**src/isd_pkg.sv**
```systemverilog
package isd_pkg;

	// characters of interest in the leading run
	localparam logic [7:0] CH_TAB   = 8'h09;
	localparam logic [7:0] CH_LF    = 8'h0A;
	localparam logic [7:0] CH_CR    = 8'h0D;
	localparam logic [7:0] CH_SPACE = 8'h20;
	localparam logic [7:0] CH_STAR  = 8'h2A;

	// configuration register indexes
	localparam logic [1:0] REG_MIN_INDENT = 2'd0;
	localparam logic [1:0] REG_MAX_INDENT = 2'd1;
	localparam logic [1:0] REG_MAX_LINES  = 2'd2;

	// configuration reset values
	localparam logic [7:0]  MIN_INDENT_RST = 8'd2;
	localparam logic [7:0]  MAX_INDENT_RST = 8'd8;
	localparam logic [15:0] MAX_LINES_RST  = 16'd500;

	// tab style codes
	localparam logic [1:0] STYLE_UNKNOWN = 2'd0;
	localparam logic [1:0] STYLE_TABS    = 2'd1;
	localparam logic [1:0] STYLE_SPACES  = 2'd2;

	// line-end sequencer
	typedef enum logic [3:0] {
		ST_IDLE  = 4'b0001,
		ST_BUMP  = 4'b0010,
		ST_SWEEP = 4'b0100,
		ST_OUT   = 4'b1000
	} isd_state_t;

	// summary of the current line, including the word being accepted
	typedef struct packed {
		logic        saw_tab;
		logic        skip;
		logic        has_content;
		logic [15:0] lead_spaces;
	} isd_line_t;

endpackage

```
**src/isd_scan.sv**
```systemverilog
module isd_scan
	import isd_pkg::*;
(
	input  logic       clk,
	input  logic       arst_n,
	input  logic       take,
	input  logic [7:0] text_byte,
	input  logic       has_byte,
	input  logic       end_of_line,
	output isd_line_t  line
);

	logic        in_run_q;
	logic        saw_tab_q;
	logic        skip_q;
	logic        content_q;
	logic [15:0] spaces_q;

	logic        in_run_d;
	logic        saw_tab_d;
	logic        skip_d;
	logic        content_d;
	logic [15:0] spaces_d;

	// leading-run scan of one byte
	always_comb begin
		in_run_d  = in_run_q;
		saw_tab_d = saw_tab_q;
		skip_d    = skip_q;
		content_d = content_q;
		spaces_d  = spaces_q;
		if (has_byte) begin
			if (text_byte != CH_CR && text_byte != CH_LF) begin
				content_d = 1'b1;
			end
			if (in_run_q) begin
				case (text_byte)
					CH_TAB: begin
						saw_tab_d = 1'b1;
						if (spaces_q != 16'd0) begin
							skip_d   = 1'b1;
							in_run_d = 1'b0;
						end
					end
					CH_SPACE: begin
						if (spaces_q != 16'hFFFF) begin
							spaces_d = spaces_q + 16'd1;
						end
						if (saw_tab_q) begin
							skip_d   = 1'b1;
							in_run_d = 1'b0;
						end
					end
					CH_STAR: begin
						skip_d   = 1'b1;
						in_run_d = 1'b0;
					end
					default: begin
						in_run_d = 1'b0;
					end
				endcase
			end
		end
	end

	assign line.saw_tab     = saw_tab_d;
	assign line.skip        = skip_d;
	assign line.has_content = content_d;
	assign line.lead_spaces = spaces_d;

	// per-line state; cleared when the line closes
	always_ff @(posedge clk or negedge arst_n) begin
		if (!arst_n) begin
			in_run_q  <= 1'b1;
			saw_tab_q <= 1'b0;
			skip_q    <= 1'b0;
			content_q <= 1'b0;
			spaces_q  <= 16'd0;
		end else if (take) begin
			if (end_of_line) begin
				in_run_q  <= 1'b1;
				saw_tab_q <= 1'b0;
				skip_q    <= 1'b0;
				content_q <= 1'b0;
				spaces_q  <= 16'd0;
			end else begin
				in_run_q  <= in_run_d;
				saw_tab_q <= saw_tab_d;
				skip_q    <= skip_d;
				content_q <= content_d;
				spaces_q  <= spaces_d;
			end
		end
	end

endmodule

```
**src/isd_hist.sv**
```systemverilog
module isd_hist #(
	parameter int BINS = 8,
	parameter int CW   = 32,
	parameter int AW   = 3
) (
	input  logic          clk,
	input  logic          arst_n,
	input  logic          rd_en,
	input  logic [AW-1:0] rd_addr,
	output logic [CW-1:0] rd_data,
	input  logic          wr_en,
	input  logic [AW-1:0] wr_addr,
	input  logic [CW-1:0] wr_data
);

	logic [CW-1:0]   hist_mem_q [BINS];
	logic [CW-1:0]   rd_data_q;
	logic [BINS-1:0] valid_q;
	logic            rd_valid_q;

	// histogram storage, one read and one write port
	always_ff @(posedge clk) begin
		if (wr_en) begin
			hist_mem_q[wr_addr] <= wr_data;
		end
		if (rd_en) begin
			rd_data_q <= hist_mem_q[rd_addr];
		end
	end

	// per-bin valid bits stand in for clearing the array on reset
	always_ff @(posedge clk or negedge arst_n) begin
		if (!arst_n) begin
			valid_q    <= '0;
			rd_valid_q <= 1'b0;
		end else begin
			if (wr_en) begin
				valid_q[wr_addr] <= 1'b1;
			end
			if (rd_en) begin
				rd_valid_q <= valid_q[rd_addr];
			end
		end
	end

	assign rd_data = rd_valid_q ? rd_data_q : '0;

endmodule

```
**src/indent_style_detector_core.sv**
```systemverilog
// Indent style detector.
// A word without end_of_line leaves the block ready; the next word may follow at once.
// A word with end_of_line makes the block busy: one read-modify-write of a
// histogram bin, then a sweep reading one bin a cycle, then the result load.
// Asynchronous active-low reset clears all counters, the histogram valid
// bits and the line state; registers return to 2, 8 and 500.
module indent_style_detector_core
	import isd_pkg::*;
#(
	parameter int HIST_BINS   = 8,
	parameter int COUNT_WIDTH = 32
) (
	input  logic        clk,
	input  logic        arst_n,
	input  logic        in_valid,
	output logic        in_ready,
	input  logic [7:0]  text_byte,
	input  logic        has_byte,
	input  logic        end_of_line,
	output logic        out_valid,
	input  logic        out_ready,
	output logic        keep_going,
	output logic [1:0]  tab_style,
	output logic [7:0]  indent_size,
	output logic [31:0] lines_seen,
	input  logic        cfg_we,
	input  logic [1:0]  cfg_index,
	input  logic [15:0] cfg_data
);

	localparam int CW = COUNT_WIDTH;
	localparam int AW = (HIST_BINS > 1) ? $clog2(HIST_BINS) : 1;
	localparam int SW = $clog2(HIST_BINS + 1);

	function automatic logic [CW-1:0] sat_inc(input logic [CW-1:0] v);
		return (v == '1) ? v : v + 1'b1;
	endfunction

	isd_state_t state_q;

	logic [7:0]    min_indent_q;
	logic [7:0]    max_indent_q;
	logic [15:0]   max_lines_q;

	logic [CW-1:0] line_total_q;
	logic [CW-1:0] thresh_total_q;
	logic [CW-1:0] tab_total_q;
	logic [CW-1:0] space_total_q;
	logic [15:0]   prev_indent_q;

	logic [AW-1:0] bin_q;
	logic          hit_q;
	logic [SW-1:0] sweep_q;
	logic          rd_vld_s1;
	logic [AW-1:0] rd_idx_s1;
	logic [CW-1:0] best_val_q;
	logic [7:0]    best_pos_q;

	logic          out_valid_q;
	logic          keep_going_q;
	logic [1:0]    tab_style_q;
	logic [7:0]    indent_size_q;
	logic [31:0]   lines_seen_q;

	logic          in_fire;
	logic          out_free;
	isd_line_t     line;

	logic [15:0]   delta;
	logic [15:0]   delta_off;
	logic          hist_hit;

	logic          hist_rd_en;
	logic [AW-1:0] hist_rd_addr;
	logic [CW-1:0] hist_rd_data;
	logic          hist_we;

	logic          sweep_issue;
	logic [8:0]    sweep_pos;
	logic          sweep_in_range;
	logic [CW+3:0] bin_x10;
	logic          sweep_take;
	logic [1:0]    style_now;

	assign in_ready  = (state_q == ST_IDLE);
	assign in_fire   = in_valid && in_ready;
	assign out_free  = !out_valid_q || out_ready;

	isd_scan u_scan (
		.clk         (clk),
		.arst_n      (arst_n),
		.take        (in_fire),
		.text_byte   (text_byte),
		.has_byte    (has_byte),
		.end_of_line (end_of_line),
		.line        (line)
	);

	isd_hist #(
		.BINS (HIST_BINS),
		.CW   (CW),
		.AW   (AW)
	) u_hist (
		.clk     (clk),
		.arst_n  (arst_n),
		.rd_en   (hist_rd_en),
		.rd_addr (hist_rd_addr),
		.rd_data (hist_rd_data),
		.wr_en   (hist_we),
		.wr_addr (bin_q),
		.wr_data (sat_inc(hist_rd_data))
	);

	// indent change against the last unskipped, tab-free content line and its bin
	always_comb begin
		delta     = (line.lead_spaces >= prev_indent_q) ? line.lead_spaces - prev_indent_q
			: prev_indent_q - line.lead_spaces;
		delta_off = delta - {8'd0, min_indent_q};
		hist_hit  = !line.skip && !line.saw_tab && line.has_content
			&& (delta >= {8'd0, min_indent_q}) && (delta <= {8'd0, max_indent_q})
			&& (delta_off < 16'(HIST_BINS));
	end

	// histogram port: bin read at line close, then one bin a cycle in the sweep
	assign sweep_issue  = (state_q == ST_SWEEP) && (sweep_q < SW'(HIST_BINS));
	assign hist_rd_en   = (in_fire && end_of_line) || sweep_issue;
	assign hist_rd_addr = sweep_issue ? sweep_q[AW-1:0] : delta_off[AW-1:0];
	assign hist_we      = (state_q == ST_BUMP) && hit_q;

	// sweep compare: count > threshold/10 is the same as 10*count > threshold
	always_comb begin
		sweep_pos      = {1'b0, min_indent_q} + 9'(rd_idx_s1);
		sweep_in_range = sweep_pos <= {1'b0, max_indent_q};
		bin_x10        = ((CW+4)'(hist_rd_data) << 3) + ((CW+4)'(hist_rd_data) << 1);
		sweep_take     = rd_vld_s1 && sweep_in_range && (hist_rd_data > best_val_q)
			&& (bin_x10 > (CW+4)'(thresh_total_q));
	end

	always_comb begin
		if (tab_total_q > space_total_q) begin
			style_now = STYLE_TABS;
		end else if (space_total_q > tab_total_q) begin
			style_now = STYLE_SPACES;
		end else begin
			style_now = STYLE_UNKNOWN;
		end
	end

	// configuration registers
	always_ff @(posedge clk or negedge arst_n) begin
		if (!arst_n) begin
			min_indent_q <= MIN_INDENT_RST;
			max_indent_q <= MAX_INDENT_RST;
			max_lines_q  <= MAX_LINES_RST;
		end else if (cfg_we) begin
			case (cfg_index)
				REG_MIN_INDENT: min_indent_q <= cfg_data[7:0];
				REG_MAX_INDENT: max_indent_q <= cfg_data[7:0];
				REG_MAX_LINES:  max_lines_q  <= cfg_data;
				default: ;
			endcase
		end
	end

	// line totals, updated as the line closes
	always_ff @(posedge clk or negedge arst_n) begin
		if (!arst_n) begin
			line_total_q   <= '0;
			thresh_total_q <= '0;
			tab_total_q    <= '0;
			space_total_q  <= '0;
			prev_indent_q  <= 16'd0;
			bin_q          <= '0;
			hit_q          <= 1'b0;
		end else if (in_fire && end_of_line) begin
			line_total_q <= sat_inc(line_total_q);
			bin_q        <= delta_off[AW-1:0];
			hit_q        <= hist_hit;
			if (!line.skip) begin
				if (line.saw_tab) begin
					tab_total_q    <= sat_inc(tab_total_q);
					thresh_total_q <= sat_inc(thresh_total_q);
				end else begin
					if (line.lead_spaces != 16'd0) begin
						space_total_q <= sat_inc(space_total_q);
					end
					if (line.has_content) begin
						prev_indent_q <= line.lead_spaces;
					end
					if (hist_hit) begin
						thresh_total_q <= sat_inc(thresh_total_q);
					end
				end
			end
		end
	end

	// line-end sequencer and sweep
	always_ff @(posedge clk or negedge arst_n) begin
		if (!arst_n) begin
			state_q    <= ST_IDLE;
			sweep_q    <= '0;
			rd_vld_s1  <= 1'b0;
			rd_idx_s1  <= '0;
			best_val_q <= '0;
			best_pos_q <= 8'd0;
		end else begin
			case (state_q)
				ST_IDLE: begin
					if (in_fire && end_of_line) begin
						state_q <= ST_BUMP;
					end
				end
				ST_BUMP: begin
					sweep_q    <= '0;
					rd_vld_s1  <= 1'b0;
					best_val_q <= '0;
					best_pos_q <= 8'd0;
					state_q    <= ST_SWEEP;
				end
				ST_SWEEP: begin
					rd_vld_s1 <= sweep_issue;
					rd_idx_s1 <= sweep_q[AW-1:0];
					if (sweep_issue) begin
						sweep_q <= sweep_q + 1'b1;
					end
					if (sweep_take) begin
						best_val_q <= hist_rd_data;
						best_pos_q <= sweep_pos[7:0];
					end
					if (rd_vld_s1 && rd_idx_s1 == AW'(HIST_BINS - 1)) begin
						state_q <= ST_OUT;
					end
				end
				ST_OUT: begin
					if (out_free) begin
						state_q <= ST_IDLE;
					end
				end
				default: begin
					state_q <= ST_IDLE;
				end
			endcase
		end
	end

	// output register
	always_ff @(posedge clk or negedge arst_n) begin
		if (!arst_n) begin
			out_valid_q <= 1'b0;
		end else if (state_q == ST_OUT && out_free) begin
			out_valid_q <= 1'b1;
		end else if (out_ready) begin
			out_valid_q <= 1'b0;
		end
	end

	always_ff @(posedge clk) begin
		if (state_q == ST_OUT && out_free) begin
			keep_going_q  <= line_total_q < CW'(max_lines_q);
			tab_style_q   <= style_now;
			indent_size_q <= best_pos_q;
			lines_seen_q  <= ((line_total_q >> 32) != '0) ? 32'hFFFF_FFFF
				: 32'(line_total_q);
		end
	end

	assign out_valid   = out_valid_q;
	assign keep_going  = keep_going_q;
	assign tab_style   = tab_style_q;
	assign indent_size = indent_size_q;
	assign lines_seen  = lines_seen_q;

	// checks
	a_bump_follows_close: assert property (@(posedge clk) disable iff (!arst_n)
		state_q == ST_BUMP |-> $past(in_valid && in_ready && end_of_line))
		else $error("bin update without a closed line");

	a_sweep_data_in_sweep: assert property (@(posedge clk) disable iff (!arst_n)
		rd_vld_s1 |-> state_q == ST_SWEEP)
		else $error("sweep read data outside the sweep");

	a_thresh_covers_tabs: assert property (@(posedge clk) disable iff (!arst_n)
		thresh_total_q >= tab_total_q)
		else $error("threshold total below tab line total");

	a_out_loads: assert property (@(posedge clk) disable iff (!arst_n)
		state_q == ST_OUT && (!out_valid || out_ready) |=> out_valid)
		else $error("result not presented after sweep");

	a_no_write_in_sweep: assert property (@(posedge clk) disable iff (!arst_n)
		hist_we |-> !sweep_issue && !rd_vld_s1)
		else $error("histogram write overlaps the sweep");

endmodule

```
**config.mk**
```make
export PLATFORM = sky130hd
export DESIGN_NAME = indent_style_detector_core
export DESIGN_NICKNAME = d
export VERILOG_FILES = /design/src/isd_pkg.sv /design/src/isd_scan.sv /design/src/isd_hist.sv /design/src/indent_style_detector_core.sv
export SDC_FILE = /design/constraint.sdc
export NUM_CORES = 1
export LEC_CHECK = 0
export ABC_CLOCK_PERIOD_IN_PS = 8300
export BUFFER_PORTS_ARGS = -buffer_cell sky130_fd_sc_hd__buf_2
export CORE_UTILIZATION = 63
export DETAILED_ROUTE_END_ITERATION = 10
export GPL_TIMING_DRIVEN = 0
export PLACE_DENSITY = 0.88
export SETUP_SLACK_MARGIN = 0.1
export SLEW_MARGIN = 20
export SYNTH_ARGS = -nofsm -noshare
export SYNTH_HDL_FRONTEND = slang
export SYNTH_HIERARCHICAL = 1
export SYNTH_SLANG_ARGS = --single-unit
```
**constraint.sdc**
```tcl
create_clock -name clk -period 8.3 [get_ports clk]
set_input_delay 0.415 -clock clk [delete_from_list [all_inputs] [get_ports clk]]
set_output_delay 0.415 -clock clk [all_outputs]
set_load 0.02 [all_outputs]
```
---- Yosys cells after proc, flatten, opt, wreduce, memory -nomap -nowiden ----
Memories as Yosys holds them, arrays and structs flattened. A register that Yosys moved wholly into a read port is not among the register bits.
Cells that the tools add are included.
storage, ports and cells
  register bits after elaboration ......... 305
  RAM bits ................................ 256
  input port bits ......................... 33
  output and inout port bits .............. 45
  memories kept ........................... 1
cells by class
  add/subtract/negate cells ............... 12
  $lt $le $gt $ge ......................... 14
  eq/ne operators ......................... 23
  muxes and demuxes ....................... 51
  bitwise gates (word level) .............. 6
  reductions and logical operators ........ 40
memories
  name               depth  width  read ports  clocked after memory_dff  write ports  RTL line        source
  u_hist.hist_mem_q  8      32     1           1                         1            isd_hist.sv:16  logic [CW-1:0] hist_mem_q [BINS];
operators with widths
  cell                     number
  $mux W32                 6
  $add A32 B1 Y32 const B  5
  $eq A32 B32 Y1 const B   5
  $gt A32 B32 Y1           3
  $mux W16                 6
  $pmux W32 S2             1
  $add A35 B33 Y36         1
  $gt A36 B32 Y1           1
  $lt A32 B16 Y1           1
  $reduce_bool A16 Y1      2
  $sub A16 B16 Y16         2
  $mux W1                  23
  $add A16 B1 Y16 const B  1
  $eq A8 B6 Y1 const B     2
  $ge A16 B16 Y1           1
  $ge A16 B8 Y1            1
  $le A16 B8 Y1            1
  $logic_and A1 B1 Y1      16
  $lt A16 B4 Y1 const B    1
  $mux W4                  4
  $ne A16 B16 Y1 const B   1
  $ne A8 B4 Y1 const B     2
  $pmux W4 S4              1
  $pmux W8 S2              1
  other kinds (35)         58

---- Logic depth before layout (Yosys ltp) ----
Gate-level depths: netlist (run 1).
  word-level depth ........................ 13
  mapped depth ............................ 33

---- Modules after synthesis ----
Netlist (run 1), hierarchy kept.
by module, submodules not included
  module                      instances  cells each  area each (um2)  sequential area each (um2)
  indent_style_detector_core  1          1953        18768.0          7133.1
  isd_hist                    1          475         11303.3          8873.5
  isd_scan                    1          197         1624.1           501.7

---- Least setup slack after synthesis (run 1) ----
Ideal clock, no wire load.
  path type ............................... input to register
  start ................................... input text_byte[1]
  end ..................................... register thresh_total_q[11]
  library setup time ...................... 0.080 ns
  arrival ................................. 6.655 ns
  path slack .............................. 1.565 ns
  stages on the path ...................... 32
  buffers on the path ..................... 6
  cell sequence ........................... or4_1 > buf_6 > nor4_2 > and2_1 > buf_4 > nand3_1 > mux2_1 > ha_1 > clkbuf_1 > nand4_1 > or3_1 > o22ai_1 > or4_4 > buf_2 > buf_1 > mux2i_1 > o21ai_0 > a21oi_1 > xnor2_1 > ha_1 > a21o_1 > a21oi_1 > nor2b_1 > o22ai_1 > o2111ai_1 > a2111oi_0 > and3_1 > nand4_1 > o21a_1 > buf_6 > nor4_2 > xnor2_1
RTL lines
  what                  RTL line                           source
  from (decl)           indent_style_detector_core.sv:17   input logic [7:0] text_byte,
  to (signal assigned)  indent_style_detector_core.sv:182  thresh_total_q <= sat_inc(thresh_total_q);
  to (signal assigned)  indent_style_detector_core.sv:191  thresh_total_q <= sat_inc(thresh_total_q);
  to (decl)             indent_style_detector_core.sv:46   logic [CW-1:0] thresh_total_q;

==> results.yml, run 1 <==
run_status:
  outcome: "complete, no violations"
synth:
  synthTopCellsByArea: "edfxtp_1, dfrtp_1, ha_1"
  synthArstFlopShare_pct: 44.2
  syn_nets: 2869
  synth_edf_count: 331
  yosysSeqAreaShare_pct: 52.1
  synthCells: 2625
  synth-seq-cells: 593
  synth.avg_cell_area_um2: 12.1
  yosys_most_used_dff: "edfxtp_1"
  synth_top_area_share_pct: 31.4
  yosysMostFrequentCell: "edfxtp_1"
  yosys.area.top_type: "edfxtp_1"
  synth_top_cells_by_count: "edfxtp_1, dfrtp_1, nand2_1"
  ys_warn_count: 6
  syn_area_mm2: 0.0317
  ys_types: 92
detailed_routing:
  drc: 0
  routed_wl_um: 76700
  wl_per_cell_um: 21.9
  viasPerCell: 6.33
  first_iter_violations: 2029
  dr.pass1.iters: 6
  vias: 22200
  ant_nets: 0
placed_design:
  place_area_mm2: 0.0333
  dp_hpwl_um: 53100
  pre_cts_ws_ns: -0.332
  portBuffers: 77
  globalplace.congestion: 0.911
die:
  die_w_um: 226
  ios: 78
  die-area_mm2: 0.0512
  coreArea_mm2: 0.0493
  die_y_um: 226
  rows: 81
  initial_core_util_pct: 64.3
power:
  power_density_mw_per_mm2: 254
  total_power_w: 0.00898
  ir_drop_uv: 289
  leakagePower_nw: 15.4
worst_setup_path:
  cp_max_fo: 10
  cpMostUsedCell: "o21ai_0"
  crit_required_ns: 8.84
  path_class: "flop to flop"
  cp_slowest_cell: "dfstp_2"
  path_buf_inv: 7
  crit_path_end_kind: "flop"
  critPathLaunchType: "flop"
  critical-path-max-stage-delay_ns: 0.55
  arrival_ns: 8.52
  crit_family: "compound AO/OA/AOI/OAI gates"
global_routing:
  grt_pass1_wl_um: 121000
  grt_use_total_pct: 30.7
  grt_max_degree: 107
  gr-total-overflow: 0
  first_global_vias: 22600
  antenna_found_initial: 2
clock_network:
  htree_levels: 2
  clock-sinks: 593
  cts_root_buf: "clkbuf_16"
  insertion_delay_ns: 0.67
  clock_path_buffers: 3
  cts_tree: "done"
  clk_pin_slew_ns: 0.06
  cts_buffers: 59
finish:
  fin_nets: 3028
  multi_input_area_mm2: 0.0142
  seqCellArea_mm2: 0.0165
  fillers: 3151
  drive_above_1_share_pct: 15.1
  area_growth_pct: 11.6
  final_area_mm2: 0.0354
sta:
  hold_violations: 0
  finalSetupViolCount: 0
  max_freq_mhz: 125
  worst_slack_ns: 0.312
  finalSetupTns_ns: 0
  fin_crit_ns: 7.99
  whs_ns: 0.0270
  slew_headroom_pct: 24.3
  drv_slew: 0
  rsz0062_at_grt: "false"
  clock_skew_ns: 0.0528
  period_share_pct: 96.2
  worst_pin_slew_ns: 1.13
min_path:
  hp-class: "input pin to flop"
job:
  maxCapViolCount: 0
[final timing paths]
| path | end | start | cells past startpoint | slack (ns) |
|---|---|---|---|---|
| worst min-delay path | max_lines_q[14] | cfg_data[14] | 2 | 0.03 |
| max in group asynchronous | thresh_total_q[22] | arst_n | 4 | 6.95 |
| worst max register to register | thresh_total_q[29] | u_scan/in_run_q | 31 | 0.31 |
| worst max-delay path | thresh_total_q[29] | u_scan/in_run_q | 31 | 0.31 |
| min in group asynchronous | line_total_q[18] | arst_n | 2 | 0.18 |
| worst min register to register | indent_size[6] | best_pos_q[6] | 0 | 0.47 |
[stage by stage]
stage,util (%),instances
after CTS,71.6,3498
after floorplan,-,2625
after global routing,71.8,3499
after global placement,66.8,3366
after detailed placement,67.6,3385
final,71.8,3501
[state kept, by name, summed over array words and instances, names as in the netlist, 3 cells and up]
register / flops
indent_size: 8
line_total_q: 32
best_pos_q: 8
u_hist/rd_data_q: 32
max_lines_q: 16
min_indent_q: 8
u_scan/spaces_q: 16
rd_idx_s1: 3
thresh_total_q: 32
u_hist/valid_q: 8
max_indent_q: 8
best_val_q: 32
u_hist/hist_mem_q: 256
state_q: 4
sweep_q: 4
space_total_q: 32
lines_seen: 32
prev_indent_q: 16
bin_q: 3
tab_total_q: 32
[cells in the final DEF, fill, tap and decap left out, types with 12 or more instances in the layout]
cell	n
and2_1	48
nand2_1	215
edfxtp_1	331
nand3_1	76
ha_1	205
and3_1	30
a21oi_1	99
nor4_2	16
nor2b_1	31
nand2b_1	30
buf_4	15
nand4_1	63
buf_2	90
clkbuf_16	59
mux2_2	49
mux4_2	55
o21ai_0	99
nor3_1	36
mux2i_1	44
and4_1	24
mux2_4	16
a21o_1	51
nor2_1	99
xor2_1	32
clkbuf_1	50
or4_1	12
xnor2_1	177
inv_1	191
dfrtp_1	251
nor4_1	25
o21a_1	24
[power breakdown]
group          leakage, nW  internal (W)  switching (W)
Combinational         7.66       0.00122        0.00163
Clock                0.951       0.00151        0.00120
Sequential            6.76       0.00330       0.000112
Total                 15.4       0.00603        0.00295
[what timing repair did]
action                                  CTS  global route
endpoints found under the setup margin   32            33
endpoints found under the hold margin    92             0
cloned                                    0             0
setup buffers                             0             1
gates resized for setup                   4            21
pin swaps                                 0             1
hold buffers                              1             0
[cell families after synthesis]
family	count (synthesis)	share of synthesized area [%]
adder cells (fa/ha/maj)	211	8.45
buffers and inverters	273	3.61
multiplexers	177	8.73
flip-flops	593	52.1
AO/OA/AOI/OAI	392	8.03
AND/OR/NAND/NOR	765	13.2
XOR/XNOR	214	5.91
[layer usage]
metal	track usage, %	routed length, um	up-vias
li1	-	-	9934
met1	38.9	30200	11100
met2	53.9	39100	981
met3	3.67	5000	198
met4	12.0	2470	0
met5	0	0	-
[area by class of cell]
| class | instances | share of cell area [%] |
|---|---|---|
| inverters | 191 | 2.03 |
| plain buffers | 82 | 1.24 |
| clock buffers | 74 | 4.42 |
| repair buffers | 98 | 2.04 |
| diodes | 2 | 0.0142 |
| clock inverters | 38 | 1.15 |
| well taps | 664 | 2.35 |
| flip-flops and latches | 593 | 46.7 |
| multi-input cells | 1759 | 40.1 |
Note: power is estimated with default switching activity, not from simulation.
==> run 2: changes to the inputs <==
- ABC_CLOCK_PERIOD_IN_PS: 8300 -> 6890
- CORE_UTILIZATION: 63 -> 57
- PLACE_DENSITY: 0.88 -> 0.85
- RECOVER_POWER: default -> 25
- SYNTH_HIERARCHICAL: 1 -> default
- clock period: 8.3 -> 6.89 ns (I/O delays scaled with it)
==> run 2 against run 1 <==
Effect of this change:
- the flow now finishes with violations (capacitance limit, slew limit)
- non-clock buffer count increased by 30
- hold slack improved by 0.051 ns
- die area increased by 9.8%
- synthesized area decreased by 0.60%
- global-route usage decreased by 2.7 points
- power increased by 28%
- critical endpoint is now thresh_total_q[27]
==> results.yml, run 2 <==
global_routing:
  grt_max_degree: 85
  grt_use_total_pct: 28.0
  gr-total-overflow: 0
  grt_pass1_wl_um: 124000
  first_global_vias: 22900
  antenna_found_initial: 1
placed_design:
  dp_hpwl_um: 53700
  globalplace.congestion: 0.933
  portBuffers: 77
  pre_cts_ws_ns: -0.856
  place_area_mm2: 0.0332
synth:
  ys_warn_count: 0
  yosys_most_used_dff: "edfxtp_1"
  synth.avg_cell_area_um2: 11.9
  synthSimpleGateAreaFrac_pct: 12.1
  synth_top_area_share_pct: 31.5
  synthCells: 2658
  synth_top_cells_by_count: "edfxtp_1, dfrtp_1, inv_1"
  synth_xor_area_share_pct: 5.75
  yosysSeqAreaShare_pct: 52.4
  synth_edf_count: 331
  synthMuxAreaShare_pct: 8.94
  syn_nets: 2902
  ys_types: 81
  yosys.area.top_type: "edfxtp_1"
  synth_top_family_by_area: "simple AND/OR/NAND/NOR gates"
  synthTopCellsByArea: "edfxtp_1, dfrtp_1, ha_1"
  syn_area_mm2: 0.0315
  synthArstFlopShare_pct: 44.2
  synth_compound_area_share_pct: 8.56
  synth_fa_ha_area_share_pct: 8.50
  yosysMostFrequentCell: "edfxtp_1"
  synth-seq-cells: 593
worst_setup_path:
  path_class: "flop to flop"
  arrival_ns: 7.12
  crit_path_end_kind: "flop"
  crit_family: "simple AND/OR/NAND/NOR gates"
  path_buf_inv: 3
  cp_slowest_cell: "or4b_4"
  critical-path-max-stage-delay_ns: 0.61
  cp_max_fo: 10
  crit_required_ns: 7.44
  critPathLaunchType: "flop"
  cpMostUsedCell: "nand2_1"
finish:
  fin_nets: 3096
  diodes: 0
  final_area_mm2: 0.0359
  final_cell_mix: "edfxtp_1, dfrtp_1, inv_1, nand2_1, ha_1"
  largest_reg_flops: 256
  top_register: "u_hist.hist_mem_q"
  layout_commonest_cell: "edfxtp_1"
  drive_above_1_share_pct: 16.7
  area_growth_pct: 13.9
  fin_util_pct: 66.2
run_status:
  outcome: "finished, violations left"
  violations: "capacitance limit, slew limit"
detailed_routing:
  viasPerCell: 6.26
  ant_nets: 0
  drc: 0
  first_iter_violations: 2005
  wl_per_cell_um: 21.6
  vias: 22500
  dr.pass1.iters: 7
  routed_wl_um: 77900
sta:
  finalSetupViolCount: 0
  worst_slack_ns: 0.315
  drv_slew: 212
  clock_skew_ns: 0.0661
  hold_violations: 0
  finalSetupTns_ns: 0
  slew_headroom_pct: -132
  rsz0062_at_grt: "false"
  worst_pin_slew_ns: 3.49
  fin_crit_ns: 6.57
  max_freq_mhz: 152
  period_share_pct: 95.4
die:
  ios: 78
  die-area_mm2: 0.0562
  coreArea_mm2: 0.0542
  die_w_um: 237
  initial_core_util_pct: 58.1
  die_y_um: 237
  rows: 85
clock_network:
  clock-sinks: 593
  cts_root_buf: "clkbuf_16"
  clk_pin_slew_ns: 0.06
  cts_buffers: 61
  htree_levels: 2
  clock_path_buffers: 3
  insertion_delay_ns: 0.67
  cts_tree: "done"
power:
  ir_drop_uv: 262
  leakagePower_nw: 14.9
  power_density_mw_per_mm2: 320
min_path:
  hp-class: "input pin to flop"
job:
  maxCapViolCount: 3
-- run 2: cell types whose count changed in the layout (fill, tap and decap cells not counted), moves of 20 or more --
cell,previous run,this run
and2_1,48,24
a21o_1,51,76
mux2_2,49,69
inv_1,191,220
-- run 2: path summary, 6_finish.rpt --
check                                start                 end  slack [ns]  depth (start not counted)
hold reg to reg              best_pos_q[3]      indent_size[3]        0.46                          0
hold / removal                    has_byte    u_scan.content_q        0.08                          3
max in group asynchronous           arst_n  u_scan.spaces_q[4]        1.81                          3
setup reg to reg           u_scan.in_run_q  thresh_total_q[27]        0.32                         26
min in group asynchronous           arst_n     tab_total_q[19]        1.41                          2
setup / recovery           u_scan.in_run_q  thresh_total_q[27]        0.32                         26
-- run 2: what timing repair did --
| action | CTS | global route |
|---|---|---|
| endpoints found under the hold margin | 92 | 0 |
| hold buffers | 17 | 0 |
| setup endpoints to repair | 104 | 104 |
| pin swaps | 2 | 14 |
| buffers inserted | 4 | 12 |
| resized for setup | 31 | 62 |
-- run 2: stage by stage --
step	cells	hold WS (ns)	total power [W]
6_report	3600	0.0779	0.0115
3_5_place_dp	3454	0.314	0.00786
4_1_cts	3589	0.0589	0.0114
3_3_place_gp	3431	0.439	0.00764
5_1_grt	3600	0.0804	0.0120
2_1_floorplan	2658	0.0489	0.00688
-- run 2: per-layer routing --
metal | vias to the layer above | GRT usage [%] | share of wire [%]
li1 | 10100 | - | -
met1 | 11200 | 36.2 | 40
met2 | 1038 | 47.3 | 49
met3 | 213 | 5.09 | 7.9
met4 | 2 | 10.1 | 3.6
met5 | - | 0 | 0.013
-- run 2: kinds of logic (layout without fill, tap and decap cells) --
family,count (synthesis),after routing
AOI/OAI and AO/OA,423,423
xor gates and xnor gates,207,207
adders and majority gates,211,211
buffers and inverters,300,546
DFF,593,593
muxes,189,189
and+or+nand+nor,735,735
-- run 2: cell type report --
cell class,instances,area [um2]
sequential,593,16500
clock inverter,34,419
timing repair buffer,133,1010
multi-input combinational,1765,14200
clock buffer,81,1680
inverter,221,830
fill,3652,18400
tap,696,871
buffer,77,403
-- run 2: worst min-delay path, cell delays in order --
cell,delay [ns]
buf_2,0.10
a21oi_1,0.08
a21oi_1,0.11
-- run 2: power breakdown --
group          internal [W]  switching [W]  total (W)  leakage [nW]
combinational       0.00163        0.00215    0.00377          7.42
clock               0.00199        0.00145    0.00344          1.03
sequential          0.00408       0.000168    0.00425          6.42
